**src/rtl/assert_macros.svh**
```systemverilog
// Assertion macros shared by the framer RTL.
// No dependencies; included by the modules that carry assertions.
`ifndef ASSERT_MACROS_SVH
`define ASSERT_MACROS_SVH
`ifndef ASSERT_OFF
// Property holds at every clock edge outside reset.
`define ASSERT_CLK(lbl, clk, rst_n, prop) \
    lbl: assert property (@(posedge clk) disable iff (!rst_n) (prop)) \
        else $error("assertion failed");
// Antecedent implies consequent in the same cycle.
`define ASSERT_IMPL(lbl, clk, rst_n, ante, cons) \
    lbl: assert property (@(posedge clk) disable iff (!rst_n) (ante) |-> (cons)) \
        else $error("assertion failed");
// Antecedent implies consequent in the next cycle.
`define ASSERT_NEXT(lbl, clk, rst_n, ante, cons) \
    lbl: assert property (@(posedge clk) disable iff (!rst_n) (ante) |=> (cons)) \
        else $error("assertion failed");
`else
`define ASSERT_CLK(lbl, clk, rst_n, prop)
`define ASSERT_IMPL(lbl, clk, rst_n, ante, cons)
`define ASSERT_NEXT(lbl, clk, rst_n, ante, cons)
`endif
`endif

```
**src/rtl/sipf_pkg.sv**
```systemverilog
// Types, constants and microcode ROM of the servo instruction packet framer.
// No dependencies; used by every module of the framer.
package sipf_pkg;

    localparam int STEP_W = 6;
    localparam int CFG_IDX_W = 2;
    localparam int CFG_DATA_W = 8;

    // command kinds
    localparam logic [2:0] KIND_PING       = 3'd0;
    localparam logic [2:0] KIND_READ_BYTE  = 3'd1;
    localparam logic [2:0] KIND_READ_WORD  = 3'd2;
    localparam logic [2:0] KIND_WRITE_BYTE = 3'd3;
    localparam logic [2:0] KIND_WRITE_WORD = 3'd4;
    localparam logic [2:0] KIND_READ_TABLE = 3'd5;
    localparam logic [2:0] KIND_SYNC_ARM   = 3'd6;
    localparam logic [2:0] KIND_NONE       = 3'd7;

    // register indexes
    localparam logic [CFG_IDX_W-1:0] CFG_SHOULDER_ID = 2'd0;
    localparam logic [CFG_IDX_W-1:0] CFG_ELBOW_ID    = 2'd1;

    localparam logic [7:0] SHOULDER_ID_RST = 8'd1;
    localparam logic [7:0] ELBOW_ID_RST    = 8'd2;

    // protocol bytes
    localparam logic [7:0] HEADER_BYTE   = 8'hFF;
    localparam logic [7:0] BROADCAST_ID  = 8'hFE;
    localparam logic [7:0] OP_PING       = 8'h01;
    localparam logic [7:0] OP_READ       = 8'h02;
    localparam logic [7:0] OP_WRITE      = 8'h03;
    localparam logic [7:0] OP_SYNC_WRITE = 8'h83;
    localparam logic [7:0] GOAL_POS_ADDR = 8'h1E;
    localparam logic [7:0] TABLE_LENGTH  = 8'd49;
    localparam logic [7:0] SYNC_LENGTH   = 8'd10;
    localparam logic [7:0] SYNC_PER_ID   = 8'h02;

    // routine entry points in the microcode
    localparam logic [STEP_W-1:0] ST_HEADER = 6'd0;
    localparam logic [STEP_W-1:0] ST_PING   = 6'd2;
    localparam logic [STEP_W-1:0] ST_READ   = 6'd5;
    localparam logic [STEP_W-1:0] ST_RD_B2  = 6'd9;
    localparam logic [STEP_W-1:0] ST_RD_W2  = 6'd10;
    localparam logic [STEP_W-1:0] ST_WRITE  = 6'd11;
    localparam logic [STEP_W-1:0] ST_WR_W   = 6'd16;
    localparam logic [STEP_W-1:0] ST_TABLE  = 6'd21;
    localparam logic [STEP_W-1:0] ST_SYNC   = 6'd26;
    localparam logic [STEP_W-1:0] ST_CSUM   = 6'd37;

    typedef struct packed {
        logic [2:0]  kind;
        logic [7:0]  servo_id;
        logic [7:0]  address;
        logic [15:0] value;
        logic [15:0] shoulder_position;
        logic [15:0] elbow_position;
    } t_cmd;

    typedef struct packed {
        logic [7:0] out_byte;
        logic       last;
    } t_res;

    typedef enum logic [2:0] {
        SEQ_NEXT,
        SEQ_JUMP,
        SEQ_JUMP_WIDE,
        SEQ_DISPATCH,
        SEQ_END
    } t_seq;

    typedef enum logic [3:0] {
        SRC_CONST,
        SRC_ID,
        SRC_ADDR,
        SRC_VAL_LO,
        SRC_VAL_HI,
        SRC_SH_ID,
        SRC_SH_LO,
        SRC_SH_HI,
        SRC_EL_ID,
        SRC_EL_LO,
        SRC_EL_HI,
        SRC_CSUM
    } t_src;

    typedef struct packed {
        t_seq              seq;
        logic [STEP_W-1:0] target;
        t_src              src;
        logic [7:0]        konst;
        logic              sum_clr;
        logic              sum_add;
        logic              last;
    } t_uword;

    // datapath control for one cycle
    typedef struct packed {
        logic       emit;
        t_src       src;
        logic [7:0] konst;
        logic       sum_clr;
        logic       sum_add;
        logic       last;
    } t_dp_ctrl;

    function automatic t_uword uw(t_seq seq, logic [STEP_W-1:0] target, t_src src,
                                  logic [7:0] konst, logic sum_clr, logic sum_add,
                                  logic last);
        t_uword w;
        w.seq     = seq;
        w.target  = target;
        w.src     = src;
        w.konst   = konst;
        w.sum_clr = sum_clr;
        w.sum_add = sum_add;
        w.last    = last;
        return w;
    endfunction

    // body byte, falls through
    function automatic t_uword body(t_src src, logic [7:0] konst);
        return uw(SEQ_NEXT, ST_HEADER, src, konst, 1'b0, 1'b1, 1'b0);
    endfunction

    // body byte, then jump to the checksum step
    function automatic t_uword body_cs(t_src src, logic [7:0] konst);
        return uw(SEQ_JUMP, ST_CSUM, src, konst, 1'b0, 1'b1, 1'b0);
    endfunction

    function automatic t_uword ucode(logic [STEP_W-1:0] step);
        t_uword w;
        unique case (step)
            6'd0:  w = uw(SEQ_NEXT, ST_HEADER, SRC_CONST, HEADER_BYTE, 1'b1, 1'b0, 1'b0);
            6'd1:  w = uw(SEQ_DISPATCH, ST_HEADER, SRC_CONST, HEADER_BYTE, 1'b0, 1'b0, 1'b0);
            // ping
            6'd2:  w = body(SRC_ID, 8'h00);
            6'd3:  w = body(SRC_CONST, 8'd2);
            6'd4:  w = body_cs(SRC_CONST, OP_PING);
            // read byte / read word
            6'd5:  w = body(SRC_ID, 8'h00);
            6'd6:  w = body(SRC_CONST, 8'd4);
            6'd7:  w = body(SRC_CONST, OP_READ);
            6'd8:  w = uw(SEQ_JUMP_WIDE, ST_RD_W2, SRC_ADDR, 8'h00, 1'b0, 1'b1, 1'b0);
            6'd9:  w = body_cs(SRC_CONST, 8'd1);
            6'd10: w = body_cs(SRC_CONST, 8'd2);
            // write byte
            6'd11: w = uw(SEQ_JUMP_WIDE, ST_WR_W, SRC_ID, 8'h00, 1'b0, 1'b1, 1'b0);
            6'd12: w = body(SRC_CONST, 8'd4);
            6'd13: w = body(SRC_CONST, OP_WRITE);
            6'd14: w = body(SRC_ADDR, 8'h00);
            6'd15: w = body_cs(SRC_VAL_LO, 8'h00);
            // write word (id already sent)
            6'd16: w = body(SRC_CONST, 8'd5);
            6'd17: w = body(SRC_CONST, OP_WRITE);
            6'd18: w = body(SRC_ADDR, 8'h00);
            6'd19: w = body(SRC_VAL_LO, 8'h00);
            6'd20: w = body_cs(SRC_VAL_HI, 8'h00);
            // read whole control table
            6'd21: w = body(SRC_ID, 8'h00);
            6'd22: w = body(SRC_CONST, 8'd4);
            6'd23: w = body(SRC_CONST, OP_READ);
            6'd24: w = body(SRC_CONST, 8'h00);
            6'd25: w = body_cs(SRC_CONST, TABLE_LENGTH);
            // sync write of both arm goal positions
            6'd26: w = body(SRC_CONST, BROADCAST_ID);
            6'd27: w = body(SRC_CONST, SYNC_LENGTH);
            6'd28: w = body(SRC_CONST, OP_SYNC_WRITE);
            6'd29: w = body(SRC_CONST, GOAL_POS_ADDR);
            6'd30: w = body(SRC_CONST, SYNC_PER_ID);
            6'd31: w = body(SRC_SH_ID, 8'h00);
            6'd32: w = body(SRC_SH_LO, 8'h00);
            6'd33: w = body(SRC_SH_HI, 8'h00);
            6'd34: w = body(SRC_EL_ID, 8'h00);
            6'd35: w = body(SRC_EL_LO, 8'h00);
            6'd36: w = body(SRC_EL_HI, 8'h00);
            // checksum closes every packet
            6'd37: w = uw(SEQ_END, ST_HEADER, SRC_CSUM, 8'h00, 1'b0, 1'b0, 1'b1);
            default: w = uw(SEQ_END, ST_HEADER, SRC_CONST, 8'h00, 1'b0, 1'b0, 1'b0);
        endcase
        return w;
    endfunction

    function automatic logic [STEP_W-1:0] entry(logic [2:0] kind);
        logic [STEP_W-1:0] e;
        unique case (kind)
            KIND_PING:       e = ST_PING;
            KIND_READ_BYTE:  e = ST_READ;
            KIND_READ_WORD:  e = ST_READ;
            KIND_WRITE_BYTE: e = ST_WRITE;
            KIND_WRITE_WORD: e = ST_WRITE;
            KIND_READ_TABLE: e = ST_TABLE;
            KIND_SYNC_ARM:   e = ST_SYNC;
            default:         e = ST_CSUM;
        endcase
        return e;
    endfunction

endpackage

```
**src/rtl/sipf_sequencer.sv**
```systemverilog
// Microcode sequencer of the framer: step counter, ROM fetch, jumps.
// Depends on sipf_pkg.
module sipf_sequencer (
    input  logic               i_clk,
    input  logic               i_rst_n,
    input  logic               i_load,
    input  logic [2:0]         i_kind,
    output logic               o_busy,
    output sipf_pkg::t_dp_ctrl o_ctrl
);
    import sipf_pkg::*;

    logic              r_busy;
    logic [STEP_W-1:0] r_step;
    logic [2:0]        r_kind;
    t_uword            w_word;
    logic              w_wide;

    assign w_word = ucode(r_step);
    assign w_wide = (r_kind == KIND_READ_WORD) || (r_kind == KIND_WRITE_WORD);

    always_ff @(posedge i_clk) begin
        if (!i_rst_n) begin
            r_busy <= 1'b0;
            r_step <= ST_HEADER;
            r_kind <= KIND_PING;
        end else if (i_load) begin
            // unused kind: taken but framed as nothing
            r_busy <= (i_kind != KIND_NONE);
            r_step <= ST_HEADER;
            r_kind <= i_kind;
        end else if (r_busy) begin
            unique case (w_word.seq)
                SEQ_NEXT:      r_step <= r_step + 1'b1;
                SEQ_JUMP:      r_step <= w_word.target;
                SEQ_JUMP_WIDE: r_step <= w_wide ? w_word.target : r_step + 1'b1;
                SEQ_DISPATCH:  r_step <= entry(r_kind);
                SEQ_END:       r_busy <= 1'b0;
                default:       r_busy <= 1'b0;
            endcase
        end
    end

    assign o_busy          = r_busy;
    assign o_ctrl.emit     = r_busy;
    assign o_ctrl.src      = w_word.src;
    assign o_ctrl.konst    = w_word.konst;
    assign o_ctrl.sum_clr  = w_word.sum_clr;
    assign o_ctrl.sum_add  = w_word.sum_add;
    assign o_ctrl.last     = w_word.last;

endmodule

```
**src/rtl/sipf_datapath.sv**
```systemverilog
// Byte datapath of the framer: command and id registers, byte select,
// running checksum and the result register. Depends on sipf_pkg.
module sipf_datapath (
    input  logic                                i_clk,
    input  logic                                i_rst_n,
    input  logic                                i_load,
    input  sipf_pkg::t_cmd                      i_cmd,
    input  logic                                i_cfg_we,
    input  logic [sipf_pkg::CFG_IDX_W-1:0]      i_cfg_index,
    input  logic [sipf_pkg::CFG_DATA_W-1:0]     i_cfg_wdata,
    input  sipf_pkg::t_dp_ctrl                  i_ctrl,
    output logic                                o_res_valid,
    output sipf_pkg::t_res                      o_res
);
    import sipf_pkg::*;

    t_cmd       r_cmd;
    logic [7:0] r_shoulder_id;
    logic [7:0] r_elbow_id;
    logic [7:0] r_sum;
    logic [7:0] w_byte;
    logic       r_valid;
    t_res       r_res;

    always_comb begin
        unique case (i_ctrl.src)
            SRC_CONST:  w_byte = i_ctrl.konst;
            SRC_ID:     w_byte = r_cmd.servo_id;
            SRC_ADDR:   w_byte = r_cmd.address;
            SRC_VAL_LO: w_byte = r_cmd.value[7:0];
            SRC_VAL_HI: w_byte = r_cmd.value[15:8];
            SRC_SH_ID:  w_byte = r_shoulder_id;
            SRC_SH_LO:  w_byte = r_cmd.shoulder_position[7:0];
            SRC_SH_HI:  w_byte = r_cmd.shoulder_position[15:8];
            SRC_EL_ID:  w_byte = r_elbow_id;
            SRC_EL_LO:  w_byte = r_cmd.elbow_position[7:0];
            SRC_EL_HI:  w_byte = r_cmd.elbow_position[15:8];
            SRC_CSUM:   w_byte = ~r_sum;
            default:    w_byte = i_ctrl.konst;
        endcase
    end

    always_ff @(posedge i_clk) begin
        if (!i_rst_n) begin
            r_shoulder_id <= SHOULDER_ID_RST;
            r_elbow_id    <= ELBOW_ID_RST;
        end else if (i_cfg_we) begin
            if (i_cfg_index == CFG_SHOULDER_ID) begin
                r_shoulder_id <= i_cfg_wdata;
            end else if (i_cfg_index == CFG_ELBOW_ID) begin
                r_elbow_id <= i_cfg_wdata;
            end
        end
    end

    always_ff @(posedge i_clk) begin
        if (!i_rst_n) begin
            r_valid <= 1'b0;
        end else begin
            r_valid <= i_ctrl.emit;
        end
    end

    // payload registers, no reset
    always_ff @(posedge i_clk) begin
        if (i_load) begin
            r_cmd <= i_cmd;
        end
        if (i_ctrl.emit) begin
            if (i_ctrl.sum_clr) begin
                r_sum <= 8'h00;
            end else if (i_ctrl.sum_add) begin
                r_sum <= r_sum + w_byte;
            end
            r_res.out_byte <= w_byte;
            r_res.last     <= i_ctrl.last;
        end
    end

    assign o_res_valid = r_valid;
    assign o_res       = r_res;

endmodule

```
**src/rtl/servo_instruction_packet_framer.sv**
```systemverilog
// Top level of the servo-bus instruction packet framer.
// Depends on sipf_pkg, sipf_sequencer, sipf_datapath and assert_macros.svh.
//
// A request is taken at a clock edge with i_start high and o_busy low.
// The framer then sends the packet FF FF id length instruction params
// checksum, one byte per clock, each byte on o_res for exactly one
// cycle with o_res_valid high; o_res.last marks the checksum byte. The
// receiver cannot stall: it must take every byte in the cycle it shows.
// The first byte appears in the cycle after o_busy rises, since the
// result register sits behind the microcode step. A packet of N bytes
// (6 for ping, 8 for reads and write byte, 9 for write word, 14 for the
// sync arm write) keeps o_busy high for one microcode step per byte, and
// a new request is taken only once o_busy is low again; the checksum
// byte shows in the cycle in which o_busy falls. Kind 7 is taken but
// sends nothing and does not raise o_busy. The shoulder and elbow ids of
// the sync write are set through the write port (index 0 and 1, reset 1
// and 2); write them only while the framer is idle.
module servo_instruction_packet_framer (
    input  logic                                i_clk,
    input  logic                                i_rst_n,
    input  logic                                i_start,
    input  sipf_pkg::t_cmd                      i_cmd,
    output logic                                o_busy,
    input  logic                                i_cfg_we,
    input  logic [sipf_pkg::CFG_IDX_W-1:0]      i_cfg_index,
    input  logic [sipf_pkg::CFG_DATA_W-1:0]     i_cfg_wdata,
    output logic                                o_res_valid,
    output sipf_pkg::t_res                      o_res
);
    import sipf_pkg::*;

    `include "assert_macros.svh"

    logic     w_accept;
    t_dp_ctrl w_ctrl;

    assign w_accept = i_start && !o_busy;

    // control: microcode ROM walked by a step counter
    sipf_sequencer u_seq (
        .i_clk   (i_clk),
        .i_rst_n (i_rst_n),
        .i_load  (w_accept),
        .i_kind  (i_cmd.kind),
        .o_busy  (o_busy),
        .o_ctrl  (w_ctrl)
    );

    // data: byte select, checksum, result register, id registers
    sipf_datapath u_dp (
        .i_clk       (i_clk),
        .i_rst_n     (i_rst_n),
        .i_load      (w_accept),
        .i_cmd       (i_cmd),
        .i_cfg_we    (i_cfg_we),
        .i_cfg_index (i_cfg_index),
        .i_cfg_wdata (i_cfg_wdata),
        .i_ctrl      (w_ctrl),
        .o_res_valid (o_res_valid),
        .o_res       (o_res)
    );

    // a request with a real kind starts a packet
    `ASSERT_NEXT(a_start_busy, i_clk, i_rst_n, w_accept && (i_cmd.kind != KIND_NONE), o_busy)
    // a byte only follows a cycle of sequencer work
    `ASSERT_IMPL(a_valid_from_busy, i_clk, i_rst_n, o_res_valid, $past(o_busy))
    // the checksum byte shows as the sequencer goes idle
    `ASSERT_IMPL(a_last_idle, i_clk, i_rst_n, o_res_valid && o_res.last, !o_busy)

endmodule

```
**config.mk**
```make
export PLATFORM = sky130hd
export DESIGN_NAME = servo_instruction_packet_framer
export DESIGN_NICKNAME = d
export VERILOG_FILES = /design/src/rtl/sipf_pkg.sv /design/src/rtl/sipf_sequencer.sv /design/src/rtl/sipf_datapath.sv /design/src/rtl/servo_instruction_packet_framer.sv
export VERILOG_INCLUDE_DIRS = /design/src /design/src/rtl
export SDC_FILE = /design/constraint.sdc
export NUM_CORES = 1
export LEC_CHECK = 0
export BUFFER_PORTS_ARGS = -buffer_cell sky130_fd_sc_hd__buf_4
export CAP_MARGIN = 20
export CORE_ASPECT_RATIO = 1.1
export CORE_MARGIN = 10
export CORE_UTILIZATION = 40
export CTS_CLUSTER_DIAMETER = 120
export DETAILED_ROUTE_END_ITERATION = 6
export GPL_TIMING_DRIVEN = 0
export HOLD_SLACK_MARGIN = 0.15
export PLACE_DENSITY = 0.58
export SLEW_MARGIN = 25
export SYNTH_ARGS = -nofsm -noshare
export SYNTH_HDL_FRONTEND = slang
export SYNTH_SLANG_ARGS = --single-unit
```
**constraint.sdc**
```tcl
create_clock -name i_clk -period 4.3 [get_ports i_clk]
set_clock_uncertainty 0.1 [all_clocks]
set_input_delay 0.43 -clock i_clk [delete_from_list [all_inputs] [get_ports i_clk]]
set_output_delay 0.43 -clock i_clk [all_outputs]
set_load 0.01 [all_outputs]
```
==> results.yml, run 1 <==
status:
  outcome: "complete, no violations"
synthesis:
  syn_area_per_cell_um2: 11.4
  ys_async_sr_fraction: 0
  ys_ff_latch: 129
  synth_edf_count: 81
  synth_common_cells: "edfxtp_1 (81), dfxtp_1 (48), a21oi_1 (42)"
  synthFlopType: "edfxtp_1"
  synth_top_cell_by_area: "edfxtp_1"
  synth_area_um2: 6280
  yosysMostFrequentCell: "edfxtp_1"
  ys_types: 83
  synth_top_area_share: 0.387
  synth_nets: 650
  syn_inst: 550
  ys_seq_area_frac: 0.540
  ys_warn_count: 0
  netlist_top_cells_area: "edfxtp_1 (39%), dfxtp_1 (15%), mux2i_1 (4.0%), ha_1 (3.6%), a21oi_1 (3.3%)"
drt:
  ant_nets: 0
  wire_per_inst_um: 20.1
  first_pass_iters: 5
  routed_wl_mm: 18.8
  remaining_drc_errors: 0
  drt_iter0_markers: 398
  viasPerCell: 5.44
  vias: 5092
power:
  leakagePower_uw: 0.00323
  ir_drop_mv: 0.278
  power_density_nw_per_um2: 412
setup_path:
  r2r_slack_ns: 0.24
  cp_cell_sequence: "inv_1, ha_1, clkbuf_2, buf_1, a221oi_1, a21oi_1, a21oi_1, a21oi_1, ha_1, inv_1, fa_1, nor2b_1, o21ai_0, nand2b_1, a21o_1, a21oi_1, xor2_1, nor2_1"
  crit_start: "u_seq.w_word[13]"
  crit_path_end: "u_dp.r_sum[6]"
  startpoint_type: "register"
  max_stage_delay_ns: 0.52
  critPathSlowestCell: "a221oi_1"
  path_delay_family: "compound AO/OA/AOI/OAI gates"
  crit_cells: 18
  cp.arrival_ns: 4.11
  reg2reg_to: "u_dp.r_sum[6]"
  path_class: "reg2reg"
  cp_max_fo: 10
  critPathBufInv: 4
  crit_path_end_kind: "register"
  reg2reg_depth: 18
  cpMostUsedCell: "a21oi_1"
  reg2reg_from: "u_seq.w_word[13]"
  critPathRequiredTime_ns: 4.35
place:
  dpl.cell_count: 837
  numPortBuffers: 90
  place_congestion: 0.842
  post-dp-hpwl_mm: 13.3
layout:
  area_delta_synth_final_pct: 34.8
  n_fill_cell: 1275
  instances_no_fill: 936
  nets: 826
  drive_above_1_share: 0.214
timing:
  drv_slew: 0
  min_period_ns: 4.06
  worst_pin_slew_ns: 0.847
  finalHoldViolCount: 0
  post-route-period-util: 0.945
  setup_viol_count_final: 0
  fmax_ghz: 0.246
  whs_ns: 0.188
  relSlewSlack: 0.435
  rsz0062_at_grt: "false"
clocking:
  cts-htree-levels: 4
  cts.clk_slew.worst_paths_ns: 0.06
  cts_buffers: 17
  cts_tree: "yes"
  cts_root_buf: "clkbuf_16"
  post_cts_buffers: 0
  cts_sinks: 129
  worstSkewPairLatency_ns: 0.41
  clockBufferDepth: 2
global_route:
  grt_max_degree: 52
  grt_usage: 0.176
  overflow: 0
  grt_pass1_wl_mm: 29.4
  antenna_found_initial: 0
  first_global_vias: 5307
hold_path:
  hp-class: "in2reg"
die:
  die_h_um: 151
  core_area_um2: 15200
  fp-row-count: 47
  die_area_um2: 21100
  initial_utilization: 0.412
  num_io_pins: 92
  die_width_um: 139
run:
  drv_cap: 0
## cell type report
| class | instances | area (µm²) | share of cell area |
|---|---|---|---|
| plain buffers | 34 | 166 | 0.0197 |
| multi-input cells | 365 | 2640 | 0.312 |
| well taps | 196 | 245 | 0.0290 |
| repair buffers | 157 | 1360 | 0.161 |
| flip-flops and latches | 129 | 3390 | 0.401 |
| clock inverters | 6 | 78.8 | 0.00931 |
| clock buffers | 26 | 489 | 0.0578 |
| inverters | 22 | 87.6 | 0.0103 |
| diodes | 1 | 2.50 | 0.000296 |
## routing by layer
metal	global-route usage	vias up	wire length, µm
li1	-	2418	-
met1	0.213	2515	8070
met2	0.305	141	9500
met3	0.0448	18	994
met4	0.0527	0	225
met5	0	-	0
## where the power goes
part / switching, µW / internal [µW] / total [µW]
logic: 342 / 290 / 632
registers: 41.6 / 1420 / 1470
clock network: 497 / 895 / 1390
## through the flow
| stage | instance area, µm² | TNS (ns) | total power, µW | utilization | setup WS (ns) |
|---|---|---|---|---|---|
| 2_1_floorplan | 6280 | 0 | 1860 | - | 1.03 |
| 3_3_place_gp | 7200 | 0 | 2060 | 0.473 | 0.0138 |
| 3_5_place_dp | 7230 | -0.00730 | 2070 | 0.475 | -0.00730 |
| 4_1_cts | 8460 | 0 | 3510 | 0.556 | 0.000248 |
| 5_1_grt | 8470 | 0 | 3650 | 0.556 | 0.0189 |
| 6_report | 8470 | 0 | 3490 | 0.556 | 0.236 |
## state kept, by name (all words and copies together) (netlist names)
signal              flops
u_dp.o_res_valid        1
u_seq.r_step            6
u_seq.o_busy            1
u_dp.r_shoulder_id      8
u_seq.w_word           21
u_dp.r_elbow_id         8
u_dp.r_cmd             64
u_dp.o_res              9
u_seq.r_kind            3
u_dp.r_sum              8
## worst min path at each step
stage | from | endpoint | slack (ns) | depth (start not counted)
CTS | i_cmd[64] | u_seq.r_kind[0] | 0.17 | 3
global route | i_cfg_wdata[3] | u_dp.r_shoulder_id[3] | 0.19 | 3
finish | i_cmd[64] | u_seq.r_kind[0] | 0.19 | 3
floorplan | u_seq.w_word[0] | u_dp.o_res[0] | 0.29 | 0
detailed placement | u_seq.w_word[0] | u_dp.o_res[0] | 0.29 | 0
global placement | u_seq.w_word[0] | u_dp.o_res[0] | 0.30 | 0
## cells in the final DEF (no fill, tap or decap), drive strengths merged, types with 10 or more instances in the layout
master / synthesis / routed
mux2i: 25 / 25
ha: 18 / 18
nor3: 11 / 11
inv: 22 / 22
clkbuf: 20 / 46
edfxtp: 81 / 81
nor2b: 21 / 21
buf: 14 / 105
dfxtp: 48 / 48
nand2: 36 / 36
dlygate4sd3: 0 / 66
o21ai: 19 / 19
a221oi: 11 / 11
nor2: 32 / 32
a21oi: 43 / 43
nand3: 12 / 12
a22oi: 10 / 10
## kinds of logic after synthesis
logic type | synth area share
DFF | 0.540
AOI/OAI and AO/OA | 0.177
and+or+nand+nor | 0.132
adders and majority gates | 0.0390
xor gates and xnor gates | 0.0181
buffers and inverters | 0.0392
muxes | 0.0548
## worst register-to-register path: cells and delay by family (launching register included)
kind	cells	cell delay (ns)
xor+xnor	1	0.16
simple gates	3	0.22
flops	1	0.33
fa+ha+maj	3	0.66
buf+inv	4	0.70
compound gates	7	1.61
## repair_timing
| item | 4_1_cts | 5_1_grt |
|---|---|---|
| endpoints found under the hold margin | 66 | 0 |
| hold buffers | 66 | 0 |
| endpoints found under the setup margin | 1 | 3 |
| gates resized for setup | 1 | 6 |
Power figures use the tool's default switching activity.
==> run 2, diff against run 1 <==
--- a/config.mk
+++ b/config.mk
@@ -15,7 +15,6 @@
 export DETAILED_ROUTE_END_ITERATION = 6
 export GPL_TIMING_DRIVEN = 0
 export HOLD_SLACK_MARGIN = 0.15
-export PLACE_DENSITY = 0.58
 export SLEW_MARGIN = 25
 export SYNTH_ARGS = -nofsm -noshare
 export SYNTH_HDL_FRONTEND = slang
==> run 2 against run 1 <==
Against the previous run:
- first-iteration DRC count up 8.5%
- critical path depth fell by 8
- sequential share of layout area is 0.13 points lower
- worst setup slack better by 0.092 ns
- maximum frequency is 2.3% higher
==> results.yml, run 2 (synthesis results as in run 1) <==
setup_path:
  crit_start: "u_seq.o_busy"
  cp.arrival_ns: 4.17
  cp_max_fo: 19
  reg2reg_from: "u_seq.o_busy"
  path_class: "reg2reg"
  reg2reg_depth: 10
  startpoint_type: "register"
  crit_path_end_kind: "register"
  critPathRequiredTime_ns: 4.50
timing:
  drv_slew: 0
  finalHoldViolCount: 0
  fin_setup_tns_ns: 0
  min_period_ns: 3.97
  worst_pin_slew_ns: 0.923
  relSlewSlack: 0.384
  fmax_ghz: 0.252
  rsz0062_at_grt: "false"
  setup_viol_count_final: 0
  post-route-period-util: 0.924
drt:
  wire_per_inst_um: 20.0
  viasPerCell: 5.43
  first_pass_iters: 5
  remaining_drc_errors: 0
  routed.top_layer: "met4"
  met1_length_mm: 7.83
  met2WireLength_mm: 9.58
  wl_met3_mm: 1.02
  routed_wl_mm: 18.7
  drt_iter0_markers: 432
  vias: 5075
  ant_nets: 0
clocking:
  cts_tree: "yes"
  cts-htree-levels: 4
  cts_sinks: 129
  clockBufferDepth: 2
  post_cts_buffers: 0
  cts_buffers: 17
  cts.clk_slew.worst_paths_ns: 0.06
  cts_root_buf: "clkbuf_16"
  worstSkewPairLatency_ns: 0.42
power:
  leakagePower_uw: 0.00323
  ir_drop_mv: 0.358
  total_power_uw: 3540
  power_density_nw_per_um2: 416
layout:
  diodes: 0
  layout_commonest_cell: "buf_4"
  instances_no_fill: 935
  area_delta_synth_final_pct: 35.3
  fin_util: 0.558
  nets: 826
  layout_common_cells: "buf_4 (93), edfxtp_1 (81), dlygate4sd3_1 (66)"
  top_register: "u_dp.r_cmd"
  largest_reg_flops: 64
  drive_above_1_share: 0.221
global_route:
  grt_usage: 0.176
  first_global_vias: 5271
  antenna_found_initial: 0
  overflow: 0
  grt_max_degree: 54
  grt_pass1_wl_mm: 29.2
die:
  initial_utilization: 0.412
  num_io_pins: 92
  die_area_um2: 21100
  fp-row-count: 47
  die_width_um: 139
  die_h_um: 151
  core_area_um2: 15200
place:
  numPortBuffers: 90
  place_congestion: 0.846
  post-dp-hpwl_mm: 13.2
  dpl.cell_count: 837
hold_path:
  hp-start: "i_cfg_wdata[7]"
  hp-class: "in2reg"
  whs_path_depth: 3
run:
  drv_cap: 0
status:
  outcome: "complete, no violations"
[run 2: cell types whose count changed in the layout (fill, tap and decap cells not counted), moves of 2 or more]
cell        before  now
clkinv_4         0    2
clkbuf_1        21   16
clkinvlp_4       0    4
clkbuf_8         3    1
[run 2: where the power goes]
group	switching [µW]	total [µW]	internal (µW)
clock network	540	1440	901
logic	340	630	290
registers	41.8	1470	1420
[run 2: routing by layer]
metal / GRT usage / up-vias
li1: - / 2421
met1: 0.207 / 2486
met2: 0.305 / 152
met3: 0.0492 / 16
met4: 0.0558 / 0
met5: 0 / -
[run 2: cell type report]
type                    count  area, µm²
plain buffers              34        166
clock buffers              20        468
clock inverters            12        130
fillers                  1289       6740
inverters                  22       87.6
multi-input cells         365       2640
flip-flops and latches    129       3390
well taps                 196        245
repair buffers            157       1360
[run 2: critical path, cell delays in order (launching register included)]
cell	delay (ns)
dfxtp_1	0.92
and2b_1	0.35
nand2_1	0.08
o32a_1	0.21
o31ai_1	0.72
inv_1	0.28
ha_1	0.28
clkbuf_1	0.20
or3_1	0.44
a21boi_1	0.20
nor2_1	0.07
[run 2: final timing paths]
| check | to | slack, ns |
|---|---|---|
| hold reg to reg | u_dp.o_res[0] | 0.31 |
| setup / recovery | u_seq.w_word[1] | 0.33 |
| hold / removal | u_dp.r_elbow_id[7] | 0.18 |
| setup reg to reg | u_seq.w_word[1] | 0.33 |
[run 2: what timing repair did]
item | CTS | global route
resized for setup | 1 | 6
hold endpoints to repair | 66 | 0
setup endpoints to repair | 2 | 3
hold buffers | 66 | 0
pin swaps | 0 | 0
[run 2: metrics by stage]
| step | setup slack, ns | hold slack [ns] | area, µm² |
|---|---|---|---|
| final | 0.329 | 0.178 | 8500 |
| after CTS | 0.0348 | 0.163 | 8490 |
| after global placement | 0.0903 | 0.297 | 7200 |
| after global routing | 0.0107 | 0.174 | 8500 |
| after detailed placement | 0.0250 | 0.297 | 7230 |
| after floorplan | 1.03 | 0.286 | 6280 |
==> run 3, diff against run 2 <==
--- a/config.mk
+++ b/config.mk
@@ -6,9 +6,10 @@
 export SDC_FILE = /design/constraint.sdc
 export NUM_CORES = 1
 export LEC_CHECK = 0
+export ABC_CLOCK_PERIOD_IN_PS = 4300
 export BUFFER_PORTS_ARGS = -buffer_cell sky130_fd_sc_hd__buf_4
 export CAP_MARGIN = 20
-export CORE_ASPECT_RATIO = 1.1
+export CORE_ASPECT_RATIO = 0.5
 export CORE_MARGIN = 10
 export CORE_UTILIZATION = 40
 export CTS_CLUSTER_DIAMETER = 120
==> run 3 against run 2 <==
Against the previous run:
- non-clock buffer count down 2
- register-to-register slack better by 0.02 ns
- clock power up 17%
- total power up 6.5%
- sequential share of layout area down 0.44 points
- cell count up 0.64%
- critical path depth up 8
- hold slack better by 0.0079 ns
- via count down 2.1%
==> results.yml, run 3 (synthesis results as in run 1) <==
place:
  post-dp-hpwl_mm: 12.4
  pre_cts_slack_ns: 0.0268
  numPortBuffers: 90
  place_congestion: 0.903
setup_path:
  cp_max_fo: 10
  cpMostUsedCell: "a21oi_1"
  cp_cell_sequence: "inv_1, ha_1, clkbuf_2, buf_1, a221oi_1, a21oi_1, a21oi_1, a21oi_1, ha_1, inv_1, fa_1, nor2b_1, o21ai_0, nand2b_1, a21o_1, a21oi_1, xor2_1, nor2_1"
  path_delay_family: "compound AO/OA/AOI/OAI gates"
  critPathSlowestCell: "buf_1"
  critPathBufInv: 4
  critPathRequiredTime_ns: 4.34
  crit_path_end_kind: "register"
  cp.arrival_ns: 4.00
  path_class: "reg2reg"
  startpoint_type: "register"
  max_stage_delay_ns: 0.47
clocking:
  cts_root_buf: "clkbuf_16"
  clockBufferDepth: 2
  cts_sinks: 129
  worstSkewPairLatency_ns: 0.41
  cts.clk_slew.worst_paths_ns: 0.06
  post_cts_buffers: 0
  cts_buffers: 17
  cts-htree-levels: 4
  cts_tree: "yes"
timing:
  finalHoldViolCount: 0
  min_period_ns: 3.96
  fin_setup_tns_ns: 0
  post-route-period-util: 0.920
  setup_viol_count_final: 0
  rsz0062_at_grt: "false"
  relSlewSlack: 0.346
  fmax_ghz: 0.253
  worst_pin_slew_ns: 0.979
  fin_ws_ns: 0.344
  drv_slew: 0
die:
  die_width_um: 197
  initial_utilization: 0.409
  core_area_um2: 15400
  fp-row-count: 32
  die_area_um2: 21400
  num_io_pins: 92
  die_h_um: 109
drt:
  vias: 4968
  routed_wl_mm: 17.7
  drt_iter0_markers: 321
  remaining_drc_errors: 0
  viasPerCell: 5.28
  wire_per_inst_um: 18.8
  ant_nets: 0
  first_pass_iters: 5
run:
  drv_cap: 0
power:
  leakagePower_uw: 0.00328
  seqPwrFrac: 0.390
  switching_power_uw: 910
  power_density_nw_per_um2: 439
  sw_frac_of_total: 0.241
  p_clk_frac: 0.446
  ir_drop_mv: 0.306
  power_frac_comb: 0.164
  intPower_uw: 2860
layout:
  top_register: "u_dp.r_cmd"
  drive_above_1_share: 0.225
  area_delta_synth_final_pct: 36.8
  diodes: 0
  layout_common_cells: "buf_4 (93), edfxtp_1 (81), dlygate4sd3_1 (65)"
  n_fill_cell: 1302
  largest_reg_flops: 64
  layout_commonest_cell: "buf_4"
  nets: 824
global_route:
  grt_usage: 0.168
  grt_max_degree: 57
  antenna_found_initial: 0
  overflow: 0
  first_global_vias: 5168
  grt_pass1_wl_mm: 28.3
status:
  outcome: "complete, no violations"
hold_path:
  hp-class: "in2reg"
run 3: cell count changes in the layout (fill, tap and decap cells not counted), sizes merged:
cell,previous run,this run
bufinv,2,7
clkbuf,40,37
clkinvlp,4,2
dlygate4sd3,66,65
inv,23,22
run 3: worst min-delay path: stages:
cell	delay (ns)
buf_4	0.09
mux2i_1	0.07
nand2_1	0.07
run 3: cell type report:
| type | count | area (µm²) | share of cell area |
|---|---|---|---|
| Inverter | 22 | 87.6 | 0.0102 |
| Tap cell | 204 | 255 | 0.0297 |
| Multi-Input combinational cell | 365 | 2650 | 0.308 |
| Sequential cell | 129 | 3390 | 0.395 |
| Buffer | 33 | 164 | 0.0191 |
| Clock inverter | 14 | 262 | 0.0304 |
| Timing Repair Buffer | 156 | 1350 | 0.158 |
| Clock buffer | 18 | 429 | 0.0500 |
run 3: per-stage QoR:
stage                     area [µm²]  hold slack [ns]  total power (µW)  instances   util
after global placement          7210            0.295              2050        844  0.469
after floorplan                 6280            0.286              1860        550      -
after detailed placement        7240            0.304              2060        845  0.471
final                           8590            0.186              3770        941  0.559
after global routing            8590            0.191              3920        941  0.559
after CTS                       8580            0.174              3780        942  0.558
run 3: per-layer routing:
metal  wire (µm)  up-vias  track usage
li1            -     2418            -
met1        7720     2377        0.212
met2        8810      154        0.294
met3         957       19       0.0288
met4         231        0       0.0469
met5           0        -            0
run 3: path summary, 6_finish.rpt:
| kind | from | end | slack [ns] | cells after the start |
|---|---|---|---|---|
| setup reg to reg | u_seq.w_word[13] | u_dp.r_sum[6] | 0.34 | 18 |
| hold reg to reg | u_seq.w_word[0] | u_dp.o_res[0] | 0.31 | 0 |
| setup / recovery | u_seq.w_word[13] | u_dp.r_sum[6] | 0.34 | 18 |
| hold / removal | i_cfg_wdata[1] | u_dp.r_elbow_id[1] | 0.19 | 3 |
run 3: power by group through the flow:
stage	combinational (µW)	sequential, µW	clock [µW]
after floorplan	373	1480	0
after global routing	685	1480	1760
after global placement	558	1490	0
after detailed placement	569	1490	0
final	620	1470	1680
after CTS	621	1470	1700
run 3: repair_timing:
action / in CTS / in global routing
gates resized for setup: 0 / 11
hold buffers: 65 / 0
endpoints found under the hold margin: 65 / 0
endpoints found under the setup margin: 0 / 8
